==> src/sv/hnm_pkg.sv <==
`timescale 1ns / 1ps
package hnm_pkg;

	// configuration register indexes
	localparam int CFG_IDX_W  = 2;
	localparam int CFG_DATA_W = 13;
	typedef logic [CFG_IDX_W-1:0] cfg_index_t;
	localparam cfg_index_t CFG_ROW_WIDTH  = 2'd0;
	localparam cfg_index_t CFG_ROW_COUNT  = 2'd1;
	localparam cfg_index_t CFG_MAX_HEIGHT = 2'd2;

	// register reset values
	localparam logic [10:0] ROW_WIDTH_RST  = 11'd256;
	localparam logic [12:0] ROW_COUNT_RST  = 13'd256;
	localparam logic [7:0]  MAX_HEIGHT_RST = 8'd255;

	// encoded normal (0, 1, 0) used on border pixels
	localparam logic [7:0] CODE_MID = 8'd127;
	localparam logic [7:0] CODE_TOP = 8'd255;

	// 255 squared, scale of the numerator in the code compare
	localparam logic [31:0] SCALE_SQ = 32'd65025;

	typedef struct packed {
		logic              start;
		logic signed [8:0] nx;
		logic signed [8:0] nz;
	} enc_req_t;

	typedef struct packed {
		logic       done;
		logic [7:0] x;
		logic [7:0] y;
		logic [7:0] z;
	} enc_res_t;

endpackage

==> src/sv/hnm_encode.sv <==
`timescale 1ns / 1ps
module hnm_encode (
	input  logic              clk,
	input  logic              arst_n,
	input  hnm_pkg::enc_req_t req,
	output hnm_pkg::enc_res_t res
);
	import hnm_pkg::*;

	typedef enum logic [5:0] {
		EN_IDLE = 6'b000001,
		EN_SUM  = 6'b000010,
		EN_NSQ  = 6'b000100,
		EN_BSQ  = 6'b001000,
		EN_MUL  = 6'b010000,
		EN_CMP  = 6'b100000
	} enc_state_t;

	enc_state_t        state_q;
	logic signed [8:0] nx_q, nz_q;
	logic [16:0]       s_q;
	logic [1:0]        comp_q;
	logic [15:0]       nsq_q;
	logic [31:0]       bb2_q;
	logic              nneg_q;
	logic [7:0]        lo_q, hi_q, mid_q;
	logic [15:0]       aa2_q;
	logic              apos_q;
	logic [7:0]        code_x_q, code_y_q, code_z_q;
	logic              done_q;

	logic signed [8:0] n_cur;
	logic [7:0]        nabs;
	logic [7:0]        nxa, nza;
	logic [8:0]        mid_w;
	logic [7:0]        mid;
	logic [7:0]        aabs;
	logic [32:0]       prod;
	logic              fits;
	logic [7:0]        lo_n, hi_n;

	// select the numerator of the current component
	always_comb begin
		case (comp_q)
			2'd0:    n_cur = nx_q;
			2'd1:    n_cur = 9'sd2;
			default: n_cur = nz_q;
		endcase
		nabs = n_cur[8] ? 8'(-n_cur) : n_cur[7:0];
		nxa  = nx_q[8] ? 8'(-nx_q) : nx_q[7:0];
		nza  = nz_q[8] ? 8'(-nz_q) : nz_q[7:0];
	end

	// bisection step: candidate code and |2k - 255|
	always_comb begin
		mid_w = ({1'b0, lo_q} + {1'b0, hi_q} + 9'd1) >> 1;
		mid   = mid_w[7:0];
		aabs  = mid[7] ? 8'({mid, 1'b0} - 9'd255) : 8'(9'd255 - {mid, 1'b0});
	end

	// decide (2k - 255) * sqrt(s) <= 255 * n exactly
	always_comb begin
		prod = 33'(aa2_q) * 33'(s_q);
		if (!apos_q && !nneg_q) begin
			fits = 1'b1;
		end else if (apos_q && nneg_q) begin
			fits = 1'b0;
		end else if (apos_q) begin
			fits = prod <= 33'(bb2_q);
		end else begin
			fits = prod >= 33'(bb2_q);
		end
		lo_n = fits ? mid_q : lo_q;
		hi_n = fits ? hi_q : mid_q - 8'd1;
	end

	// sequence three components through one shared compare unit
	always_ff @(posedge clk or negedge arst_n) begin
		if (!arst_n) begin
			state_q <= EN_IDLE;
			comp_q  <= 2'd0;
			done_q  <= 1'b0;
		end else begin
			done_q <= 1'b0;
			case (state_q)
				EN_IDLE: begin
					if (req.start) begin
						comp_q  <= 2'd0;
						state_q <= EN_SUM;
					end
				end
				EN_SUM:  state_q <= EN_NSQ;
				EN_NSQ:  state_q <= EN_BSQ;
				EN_BSQ:  state_q <= EN_MUL;
				EN_MUL:  state_q <= EN_CMP;
				EN_CMP: begin
					if (lo_n == hi_n) begin
						if (comp_q == 2'd2) begin
							done_q  <= 1'b1;
							state_q <= EN_IDLE;
						end else begin
							comp_q  <= comp_q + 2'd1;
							state_q <= EN_NSQ;
						end
					end else begin
						state_q <= EN_MUL;
					end
				end
				default: state_q <= EN_IDLE;
			endcase
		end
	end

	// datapath registers
	always_ff @(posedge clk) begin
		case (state_q)
			EN_IDLE: begin
				if (req.start) begin
					nx_q <= req.nx;
					nz_q <= req.nz;
				end
			end
			EN_SUM: begin
				s_q <= 17'(16'(nxa * nxa)) + 17'(16'(nza * nza)) + 17'd4;
			end
			EN_NSQ: begin
				nsq_q  <= 16'(nabs * nabs);
				nneg_q <= n_cur[8];
				lo_q   <= 8'd0;
				hi_q   <= 8'd255;
			end
			EN_BSQ: begin
				bb2_q <= 32'(nsq_q) * SCALE_SQ;
			end
			EN_MUL: begin
				aa2_q  <= 16'(aabs * aabs);
				apos_q <= mid[7];
				mid_q  <= mid;
			end
			EN_CMP: begin
				lo_q <= lo_n;
				hi_q <= hi_n;
				if (lo_n == hi_n) begin
					case (comp_q)
						2'd0:    code_x_q <= lo_n;
						2'd1:    code_y_q <= lo_n;
						default: code_z_q <= lo_n;
					endcase
				end
			end
			default: ;
		endcase
	end

	assign res.done = done_q;
	assign res.x    = code_x_q;
	assign res.y    = code_y_q;
	assign res.z    = code_z_q;
endmodule

==> config.mk <==
export PLATFORM = sky130hd
export DESIGN_NAME = hnm_encode
export DESIGN_NICKNAME = d
export VERILOG_FILES = /design/src/sv/hnm_pkg.sv /design/src/sv/hnm_encode.sv
export SDC_FILE = /design/constraint.sdc
export NUM_CORES = 1
export LEC_CHECK = 0
export BUFFER_PORTS_ARGS = -buffer_cell sky130_fd_sc_hd__buf_4
export CAP_MARGIN = 40
export CORE_ASPECT_RATIO = 1.5
export CORE_UTILIZATION = 32
export CTS_BUF_LIST = sky130_fd_sc_hd__clkbuf_8
export DETAILED_ROUTE_END_ITERATION = 8
export PLACE_DENSITY_LB_ADDON = 0.15
export SYNTH_ARGS = -nofsm -noshare
export SYNTH_HDL_FRONTEND = slang
export SYNTH_SLANG_ARGS = --single-unit
==> constraint.sdc <==
create_clock -name clk -period 9.1 [get_ports clk]
set_input_delay 0 -clock clk [delete_from_list [all_inputs] [get_ports clk]]
set_output_delay 0 -clock clk [all_outputs]
set_load 0.02 [all_outputs]
# ---- After elaboration in Yosys (flattened, before gate mapping)
# Cells that the tools add are included.
dict set report totals {
  wordCells 85
  out_inout_bits 25
  regBits 158
}
dict set report op_classes {
  multipliers 6
  magnitude_cmp 2
  n_reduce_logical 13
  n_addsub 11
  bitwise_logic 1
  muxes 23
  n_eq_ne 12
}
# op count
set op_table {}
lappend op_table {{$mul 8x8->16} 4}
lappend op_table {{$mux 8} 6}
lappend op_table {{$pmux 6 s6} 1}
lappend op_table {{$ge 33x32->1} 1}
lappend op_table {{$le 33x32->1} 1}
lappend op_table {{$mul 16x17->33} 1}
lappend op_table {{$mul 16x16->32 const B} 1}
lappend op_table {{$pmux 8 s2} 2}
lappend op_table {{$neg 8->8} 3}
lappend op_table {{$pmux 9 s2} 1}
lappend op_table {{$add 16x16->17} 1}
lappend op_table {{$add 17x3->17 const B} 1}
lappend op_table {{$mux 6} 2}
lappend op_table {{$add 8x8->9} 1}
lappend op_table {{$add 9x1->9 const B} 1}
lappend op_table {{$reduce_and 3->1} 3}
lappend op_table {{$eq 8x8->1} 1}
lappend op_table {{$sub 8x1->8 const B} 1}
lappend op_table {{$sub 8x8->8 const A} 1}
lappend op_table {{$sub 8x8->8 const B} 1}
lappend op_table {{$eq 6x1->1 const B} 1}
lappend op_table {{$eq 6x2->1 const B} 1}
lappend op_table {{$eq 6x3->1 const B} 1}
lappend op_table {{$eq 6x4->1 const B} 1}
lappend op_table {{18 further kinds} 30}

# ---- Depth between registers and ports, before layout
# Gate-level depths: netlist of the first run.
dict set report depth {
  depth_word 9
  ltp_mapped 40
  mapped_depth_nobuf 37
}

# ---- Worst setup path after synthesis of the first run
# OpenSTA, ideal clock, no wires.
dict set report synth_path {
  kind {register to register}
  startpoint {reg s_q[7]}
  endpoint {reg code_z_q[0], enable pin}
  synth_period_minus_slack_ns 8.946
  setup_time_ns 0.370
  stages_incl_launch_ff 39
  n_path_buf 1
  setup_slack_ns 0.154
  arrival_ns 8.577
  required_ns 8.730
  cell_sequence {edfxtp_1 clkbuf_1 and2_1 fa_1 inv_1 fa_1 inv_1 fa_1 inv_1 fa_1 inv_1 fa_1 inv_1 fa_1 inv_1 ha_1 o21a_1 nor2_1 [... 3 more ...] o31ai_1 o21ai_0 o21ai_0 nor2b_1 xnor2_1 ha_1 nand2_1 o21ai_0 a211oi_2 nand2_1 a21bo_2 o21ai_4 nand3_2 o311a_4 a211o_1 a21oi_1 o221a_2 nor3b_2}
}
dict set report synth_between {
  elab_chain_cells 8
}
# item line
set synth_rtl {}
lappend synth_rtl {{start, declared} hnm_encode.sv:21} ;# logic [16:0] s_q;
lappend synth_rtl {{start signal, assigned} hnm_encode.sv:124} ;# s_q <= 17'(16'(nxa * nxa)) + 17'(16'(nza * nza)) + 17'd4;
lappend synth_rtl {{$mul 16x17->33 (*)} hnm_encode.sv:63} ;# prod = 33'(aa2_q) * 33'(s_q);
lappend synth_rtl {{$ge 33x32->1 or $le 33x32->1 (tied branches)} {hnm_encode.sv:71, hnm_encode.sv:69}}
lappend synth_rtl {{$mux 1 (*)} hnm_encode.sv:68} ;# end else if (apos_q) begin
lappend synth_rtl {{$mux 1 (*)} hnm_encode.sv:66} ;# end else if (apos_q && nneg_q) begin
lappend synth_rtl {{$mux 1 (*)} hnm_encode.sv:64} ;# if (!apos_q && !nneg_q) begin
lappend synth_rtl {{$mux 8, on equally long branches} {hnm_encode.sv:73, hnm_encode.sv:74}}
lappend synth_rtl {{$eq 8x8->1 (*)} hnm_encode.sv:143} ;# if (lo_n == hi_n) begin
lappend synth_rtl {{$reduce_and 3->1 (no line) (*)} --}
lappend synth_rtl {{end signal, assigned} hnm_encode.sv:147} ;# default: code_z_q <= lo_n;
lappend synth_rtl {{end, declared} hnm_encode.sv:29} ;# logic [7:0] code_x_q, code_y_q, code_z_q;
# Mark *: on every way between the ends. The rest lies on a longest branch, timed or not.
# A chain may end at the register's enable or synchronous reset.

# ---- Final worst setup path of the first run
dict set report layout_path {
  startpoint {reg s_q[10]}
  endpoint {reg code_z_q[6], enable pin}
}
# The elaborated chain is that of the path after synthesis.

==> summary.md, run 1 <==
| Metric | Value |
|---|---|
| CP required | `between 9 and 10 ns` |
| All-Layer GR Usage | `roughly 16%` |
| Drt total wl | `60.1 mm` |
| Sink Count | `around 150` |
| Post-route setup TNS | `0 ns` |
| Final #Nets | `3,430` |
| Clock transition at path regs | `roughly 0.10 ns` |
| CP max FO | `8` |
| Worst-margin pin slew | `~0.86 ns` |
| Initial Util | `approximately a third` |
| CP most frequent cell | `fa_1` |
| Status | `complete, no violations` |
| Endpoints failing hold | `0` |
| Post-synth EDFFs | `144` |
| Final Util | `between 30% and 40%` |
| Clk_skew | `roughly 0.021 ns` |
| Initial antenna violation count | `1` |
| Largest net degree at the start of global routing | `34` |
| Largest family of logic cells by synthesized area | `adder cells` |
| Synth Cell Area | `roughly 0.025 mm²` |
| Synth Area in XOR/XNOR | `under 10%` |
| Crit path kind | `reg -> reg` |
| Syn Area/Cell | `9.88 µm²` |
| RD Place Congestion | `around 0.84` |
| Worst slew margin | `42.6%` |
| Chip Width | `~230 µm` |
| Antenna viol nets, final | `0` |
| Endpoint class of the critical path | `flip-flop` |
| Vias in the first global route | `roughly 19,000` |
| Port buffer count | `between 40 and 50` |
| Non-filler instance count after layout | `~3,700` |
| P&R area growth vs syn | `13.6%` |
| # DRC | `0` |
| Die H | `between 300 and 400 µm` |
| Clock latency on the worst-skew pair | `around 0.53 ns` |
| Max_cap viols | `0` |
| Mux contribution to synthesized area | `less than 1%` |
| Core area | `0.0776 mm²` |
| Final Cycle Share | `a little over nine tenths` |
| Row count | `about 130` |
| Share of the yosys chip area belonging to registers | `~18%` |
| Ranking of synthesized cells by area | `fa_1, ha_1, edfxtp_1` |
| Starting DRC count in detailed routing | `around 560` |
| Dpl cells | `roughly 3,600` |
| H-tree levels | `4` |
| Via count | `~17,000` |
| Hold Worst Slack | `slightly above 0.2 ns` |
| Synth Area in Compound Gates | `under 10%` |
| Slowest stage cell on the critical path | `fa_1` |
| Cells after Synth | `approximately 2,500` |
| Die Area | `0.0795 mm²` |
| Post-synth ARST share | `approximately 6%` |
| Yosys top cell by area | `fa_1` |
| Yosys warns | `0` |
| Main synth FF type | `edfxtp_1` |
| Area fraction of the dominant cell type after synthesis | `~30%` |
| Post-synth cell types | `85` |
| Fillers | `7,920` |
| Layout cell share with drive strength beyond 1 | `10.3%` |
| Peak Freq | `roughly 0.11 GHz` |
| Num CTS Buffers | `17` |
| CTS tree | `built` |
| Worst Setup Start Kind | `flip-flop` |
| DP Wirelength | `around 52 mm` |
| Number of max-slew violations in the final report | `0` |
| First-pass DRT Iterations | `5` |
| Vias per cell | `roughly 4.6` |
| First-pass GRT wire length | `a little under 100 mm` |
| Synth Area in Simple Gates | `between 10 and 15%` |
| CTS max path bufs | `2` |
| Post-route minimum period | `roughly 8.8 ns` |
| Critical path arrival | `9.02 ns` |
| Ports | `46` |
| Avg WL per Cell | `about 16 µm` |
| Max stage delay on crit path | `approximately 0.56 ns` |
| Seq cells post-synth | `approximately 150` |
| Root buffer cell | `clkbuf_8` |
| GRT overflow | `0` |
| Hold Path Class | `in -> reg` |
| Final setup fails | `0` |
| Adder-Cell Fraction of Synth Area | `47.9%` |
-- stage by stage --
| stage | setup WS [ns] | instance area (µm²) |
|---|---|---|
| after floorplan | 0.154 | 25100 |
| after global placement | -0.0905 | 27300 |
| after detailed placement | -0.172 | 27300 |
| after CTS | 0.0226 | 28000 |
| after global routing | -0.0446 | 28500 |
| final | 0.323 | 28500 |
-- layer usage --
layer  routed length (µm)  part of all wire (%)  up-vias  global-route usage, %
li1                     -                     -     8296                      -
met1                23300                    39     8475                   17.3
met2                34500                    57      147                   31.9
met3                  641                   1.1       70                   1.29
met4                 1660                   2.8        0                   5.59
met5                    0                     0        -                      0
-- layout by cell type (no fill, tap or decap), types with 7 or more instances in the layout --
| cell | Yosys | final |
|---|---|---|
| inv_1 | 546 | 543 |
| a21oi_1 | 90 | 81 |
| and3_1 | 10 | 10 |
| o211ai_1 | 9 | 9 |
| o31ai_1 | 10 | 8 |
| buf_6 | 0 | 11 |
| buf_12 | 0 | 15 |
| xnor2_1 | 103 | 102 |
| ha_1 | 362 | 352 |
| nand3_1 | 18 | 17 |
| a31oi_1 | 8 | 7 |
| nand2_1 | 209 | 208 |
| dfrtp_1 | 8 | 8 |
| nor2_1 | 144 | 139 |
| a21oi_2 | 3 | 11 |
| a21o_1 | 28 | 28 |
| nand4_1 | 8 | 8 |
| ha_4 | 0 | 8 |
| o21ai_0 | 28 | 21 |
| or2_2 | 10 | 10 |
| and2_1 | 142 | 139 |
| edfxtp_1 | 144 | 144 |
| o21bai_1 | 23 | 23 |
| nand2b_1 | 20 | 20 |
| buf_4 | 2 | 115 |
| dlygate4sd3_1 | 0 | 21 |
| clkbuf_8 | 0 | 17 |
| fa_1 | 374 | 371 |
| nor2b_1 | 13 | 12 |
| xor2_1 | 43 | 43 |
| nor3_1 | 20 | 20 |
| o21a_1 | 15 | 14 |
| nor3b_1 | 18 | 14 |
-- registers in the layout, summed over array words and instances, names as in the netlist, 9 cells and up --
signal	count
nx_q	9
nz_q	9
s_q	17
nsq_q	15
bb2_q	31
aa2_q	14
-- final timing paths --
kind	from	endpoint	slack, ns	cells after the start
setup / recovery	s_q[10]	code_z_q[6]	0.32	33
hold / removal	req[10]	nx_q[1]	0.20	2
setup reg to reg	s_q[10]	code_z_q[6]	0.32	33
hold reg to reg	state_q[3]	state_q[3]	0.50	1
max in group asynchronous	arst_n	state_q[0]	8.30	3
min in group asynchronous	arst_n	done_q	0.47	3
-- synth_stat cells (2+ instances only) --
library cell / number
nor4_1: 7
o41ai_1: 3
or4_1: 3
edfxtp_1: 144
o21bai_1: 23
and2_1: 142
or2_2: 10
or3_1: 4
a211o_1: 2
xor2_1: 43
clkbuf_1: 47
nor3_1: 20
mux2i_1: 5
nand2_1: 209
dfrtp_1: 8
o2111ai_1: 2
a211oi_1: 3
and3_1: 10
xnor2_1: 103
nor2_1: 144
nand4_1: 8
a21oi_1: 90
fa_1: 374
nor3b_1: 18
nand2b_1: 20
o21ai_0: 28
a41oi_1: 2
a31o_2: 3
inv_1: 546
nand3_1: 18
o21a_1: 15
ha_1: 362
o211ai_1: 9
buf_4: 2
a21o_1: 28
o21ai_1: 3
nor2b_1: 13
o31ai_1: 10
a21oi_2: 3
a31oi_1: 8
-- logic make-up (layout without fill, tap and decap cells) --
group,Yosys count,count (layout)
compound gates,256,256
buf+inv,599,747
simple gates,639,639
flops,153,153
other cells,1,3
mux,7,7
fa+ha+maj,736,736
xor+xnor,146,146
-- repair_timing --
item / CTS / global route
setup buffers: 2 / 21
pin swaps: 3 / 63
hold buffers: 21 / 0
endpoints found under the setup margin: 27 / 46
hold endpoints to repair: 31 / 0
gates resized for setup: 8 / 79
cloned: 0 / 1
-- critical path: cells and delay by family (launching register included) --
family / cells / cell delay, ns
AOI/OAI and AO/OA: 15 / 3.12
DFF: 1 / 0.55
and+or+nand+nor: 4 / 0.55
xor gates and xnor gates: 1 / 0.13
buffers and inverters: 5 / 0.62
adders and majority gates: 8 / 3.49
-- cell type report --
| cell class | count | area [µm²] | area share, % |
|---|---|---|---|
| tap | 1016 | 1270 | 4.46 |
| antenna | 1 | 2.50 | 0.00878 |
| inverter | 548 | 2060 | 7.24 |
| multi-input combinational | 1786 | 18600 | 65.3 |
| clock buffer | 17 | 234 | 0.821 |
| sequential | 153 | 4550 | 16.0 |
| timing repair buffer | 167 | 1580 | 5.55 |
| clock inverter | 15 | 184 | 0.645 |
Power of run 1 is left out: the tool's default activity adds up to more than one toggle a clock period on the data nets, which glitch-free logic cannot reach.
==> run 2: changes to the inputs <==
--- a/config.mk
+++ b/config.mk
@@ -5,12 +5,13 @@
 export SDC_FILE = /design/constraint.sdc
 export NUM_CORES = 1
 export LEC_CHECK = 0
-export BUFFER_PORTS_ARGS = -buffer_cell sky130_fd_sc_hd__buf_4
+export BUFFER_PORTS_ARGS = -buffer_cell sky130_fd_sc_hd__buf_2
 export CAP_MARGIN = 40
 export CORE_ASPECT_RATIO = 1.5
 export CORE_UTILIZATION = 32
 export CTS_BUF_LIST = sky130_fd_sc_hd__clkbuf_8
 export DETAILED_ROUTE_END_ITERATION = 8
+export HOLD_SLACK_MARGIN = 0.12
 export PLACE_DENSITY_LB_ADDON = 0.15
 export SYNTH_ARGS = -nofsm -noshare
 export SYNTH_HDL_FRONTEND = slang
==> run 2 against run 1 <==
  * Cell count increased by 0.49%
  * Fmax decreased by 0.64%
  * Critical endpoint is now code_z_q[4]
  * Worst setup slack got worse by 0.057 ns
  * Highest routed layer unchanged
  * Final area increased by 0.37%
  * Register-to-register slack got worse by 0.06 ns
  * Critical path type unchanged
==> summary.md, run 2 (same netlist as run 1, synthesis figures left out) <==
| Metric | Value |
|---|---|
| Worst flop-to-flop path endpoint | `code_z_q[4] (was code_z_q[6])` |
| Core area | `0.0776 mm² (unchanged)` |
| Worst Path Buf+Inv | `8 (was 5)` |
| FF-to-FF path depth | `37 (was 33)` |
| Antenna viol nets, final | `0 (unchanged)` |
| Crit path kind | `reg -> reg (unchanged)` |
| Ports | `46 (unchanged)` |
| Drt total wl | `60.1 mm (about the same)` |
| Avg WL per Cell | `16.1 µm (was 16.2 µm)` |
| Layout cell share with drive strength beyond 1 | `11.3% (was 10.3%)` |
| Initial Util | `32.3% (unchanged)` |
| # DRC | `0 (unchanged)` |
| Worst-margin pin slew | `0.877 ns (was 0.858 ns)` |
| Fillers | `7,879 (was 7,920)` |
| Final Cycle Share | `97.1% (was 96.4%)` |
| Endpoints failing hold | `0 (unchanged)` |
| Reg-to-Reg Start | `aa2_q[6] (was s_q[10])` |
| Biggest register | `bb2_q (unchanged)` |
| Commonest cells after routing, fill and taps aside | `inv_1, fa_1, ha_1, nand2_1, edfxtp_1 (unchanged)` |
| Final #Nets | `3,448 (was 3,430)` |
| Largest net degree at the start of global routing | `34 (unchanged)` |
| Row count | `125 (unchanged)` |
| RD Place Congestion | `0.850 (was 0.843)` |
| Commonest non-fill, non-tap cell in the layout | `inv_1 (unchanged)` |
| Worst slew margin | `41.1% (was 42.6%)` |
| Slowest stage cell on the critical path | `fa_1 (unchanged)` |
| Largest registers | `bb2_q: 31 flops, s_q: 17 flops, nsq_q: 15 flops (unchanged)` |
| First-pass DRT Iterations | `5 (unchanged)` |
| CP most frequent cell | `fa_1 (unchanged)` |
| CP required | `9.35 ns (was 9.34 ns)` |
| Initial antenna violation count | `1 (unchanged)` |
| P&R area growth vs syn | `14.1% (was 13.6%)` |
| Hold path startpoint | `req[9] (was req[10])` |
| Reg2reg setup slack | `0.27 ns (was 0.32 ns)` |
| Hold endpoint | `nx_q[0] (was nx_q[1])` |
| GRT overflow | `0 (unchanged)` |
| Die Area | `0.0795 mm² (unchanged)` |
| Port buffer count | `45 (unchanged)` |
| Peak Freq | `0.113 GHz (was 0.114 GHz)` |
| Max FFs per register | `31 (unchanged)` |
| Starting DRC count in detailed routing | `519 (was 563)` |
| Endpoint class of the critical path | `flip-flop (unchanged)` |
| Post-route minimum period | `8.83 ns (was 8.78 ns)` |
| Root buffer cell | `clkbuf_8 (unchanged)` |
| Critical path arrival | `9.08 ns (was 9.02 ns)` |
| Clock transition at path regs | `0.11 ns (was 0.10 ns)` |
| Delay-heaviest family, CP | `adder cells (unchanged)` |
| H-tree levels | `4 (unchanged)` |
| All-Layer GR Usage | `15.9% (about the same)` |
| Clock latency on the worst-skew pair | `0.53 ns (about the same)` |
| Num CTS Buffers | `17 (unchanged)` |
| Crit. Startpoint | `aa2_q[6] (was s_q[10])` |
| DP Wirelength | `51.6 mm (was 51.7 mm)` |
| CTS tree | `built (unchanged)` |
| Vias in the first global route | `18,909 (was 19,137)` |
| Via count | `17,089 (was 16,988)` |
| Hold Path Class | `in -> reg (unchanged)` |
| Worst Setup Start Kind | `flip-flop (unchanged)` |
| Vias per cell | `4.59 (about the same)` |
| Status | `complete, no violations (unchanged)` |
| Die H | `345 µm (unchanged)` |
| Post-route setup TNS | `0 ns (unchanged)` |
| First-pass GRT wire length | `98.8 mm (was 99.2 mm)` |
| Clk_skew | `0.0182 ns (was 0.0213 ns)` |
| Number of max-slew violations in the final report | `0 (unchanged)` |
| Final setup fails | `0 (unchanged)` |
| Hold path depth | `2 (unchanged)` |
| Chip Width | `231 µm (unchanged)` |
| Max stage delay on crit path | `0.56 ns (about the same)` |
| Sink Count | `153 (unchanged)` |
| CTS max path bufs | `2 (unchanged)` |
| CP max FO | `8 (unchanged)` |
| Max_cap viols | `0 (unchanged)` |
run 2: changes by cell type in the layout (fill, tap and decap cells not counted), moves of 4 or more:
cell / change
and2_1: -4
and2_4: +4
buf_4: -29
clkinv_8: +4
buf_2: +46
ha_1: -4
run 2: stage by stage:
step / cells / util [%] / setup WS [ns] / hold slack [ns] / area (µm²)
3_3_place_gp: 3628 / 35.0 / -0.107 / -0.138 / 27200
3_5_place_dp: 3630 / 35.0 / -0.178 / -0.134 / 27200
2_1_floorplan: 2538 / - / 0.154 / -0.296 / 25100
5_1_grt: 3721 / 36.9 / -0.0995 / 0.156 / 28600
6_report: 3721 / 36.9 / 0.267 / 0.187 / 28600
4_1_cts: 3683 / 35.9 / 0.0157 / 0.132 / 27800
run 2: area by class of cell:
| type | instances | area (µm²) | area share, % |
|---|---|---|---|
| Sequential cell | 153 | 4550 | 15.9 |
| Clock inverter | 15 | 196 | 0.687 |
| Antenna cell | 1 | 2.50 | 0.00875 |
| Tap cell | 1016 | 1270 | 4.44 |
| Clock buffer | 17 | 234 | 0.818 |
| Multi-Input combinational cell | 1786 | 18700 | 65.3 |
| Inverter | 548 | 2060 | 7.21 |
| Timing Repair Buffer | 185 | 1610 | 5.62 |
run 2: worst register-to-register path, delay by kind of cell (launching register included):
family,cells,cell delay (ns)
flops,1,0.45
simple gates,4,0.61
compound gates,16,3.31
fa+ha+maj,8,3.49
xor+xnor,1,0.10
buf+inv,8,0.60
run 2: worst max path at each step:
| stage | end | slack, ns | depth (start not counted) |
|---|---|---|---|
| global route | code_z_q[1] | -0.1 | 33 |
| CTS | code_z_q[4] | 0.02 | 37 |
| detailed placement | code_z_q[3] | -0.18 | 38 |
| finish | code_z_q[4] | 0.27 | 37 |
| global placement | code_z_q[1] | -0.11 | 37 |
| floorplan | code_z_q[0] | 0.15 | 38 |
run 2: routing by layer:
layer	global-route usage (%)	vias to the layer above	wire [µm]
li1	-	8342	-
met3	1.25	68	858
met5	0	-	0
met1	17.5	8498	23300
met2	31.7	181	34400
met4	4.66	0	1530
run 2: repair_timing:
item | 4_1_cts | 5_1_grt
pin swaps | 2 | 95
gates resized for setup | 6 | 103
endpoints found under the setup margin | 27 | 59
cloned | 0 | 2
hold buffers | 21 | 0
buffers inserted | 0 | 35
endpoints found under the hold margin | 49 | 0
Power of run 2 is left out for the same reason.
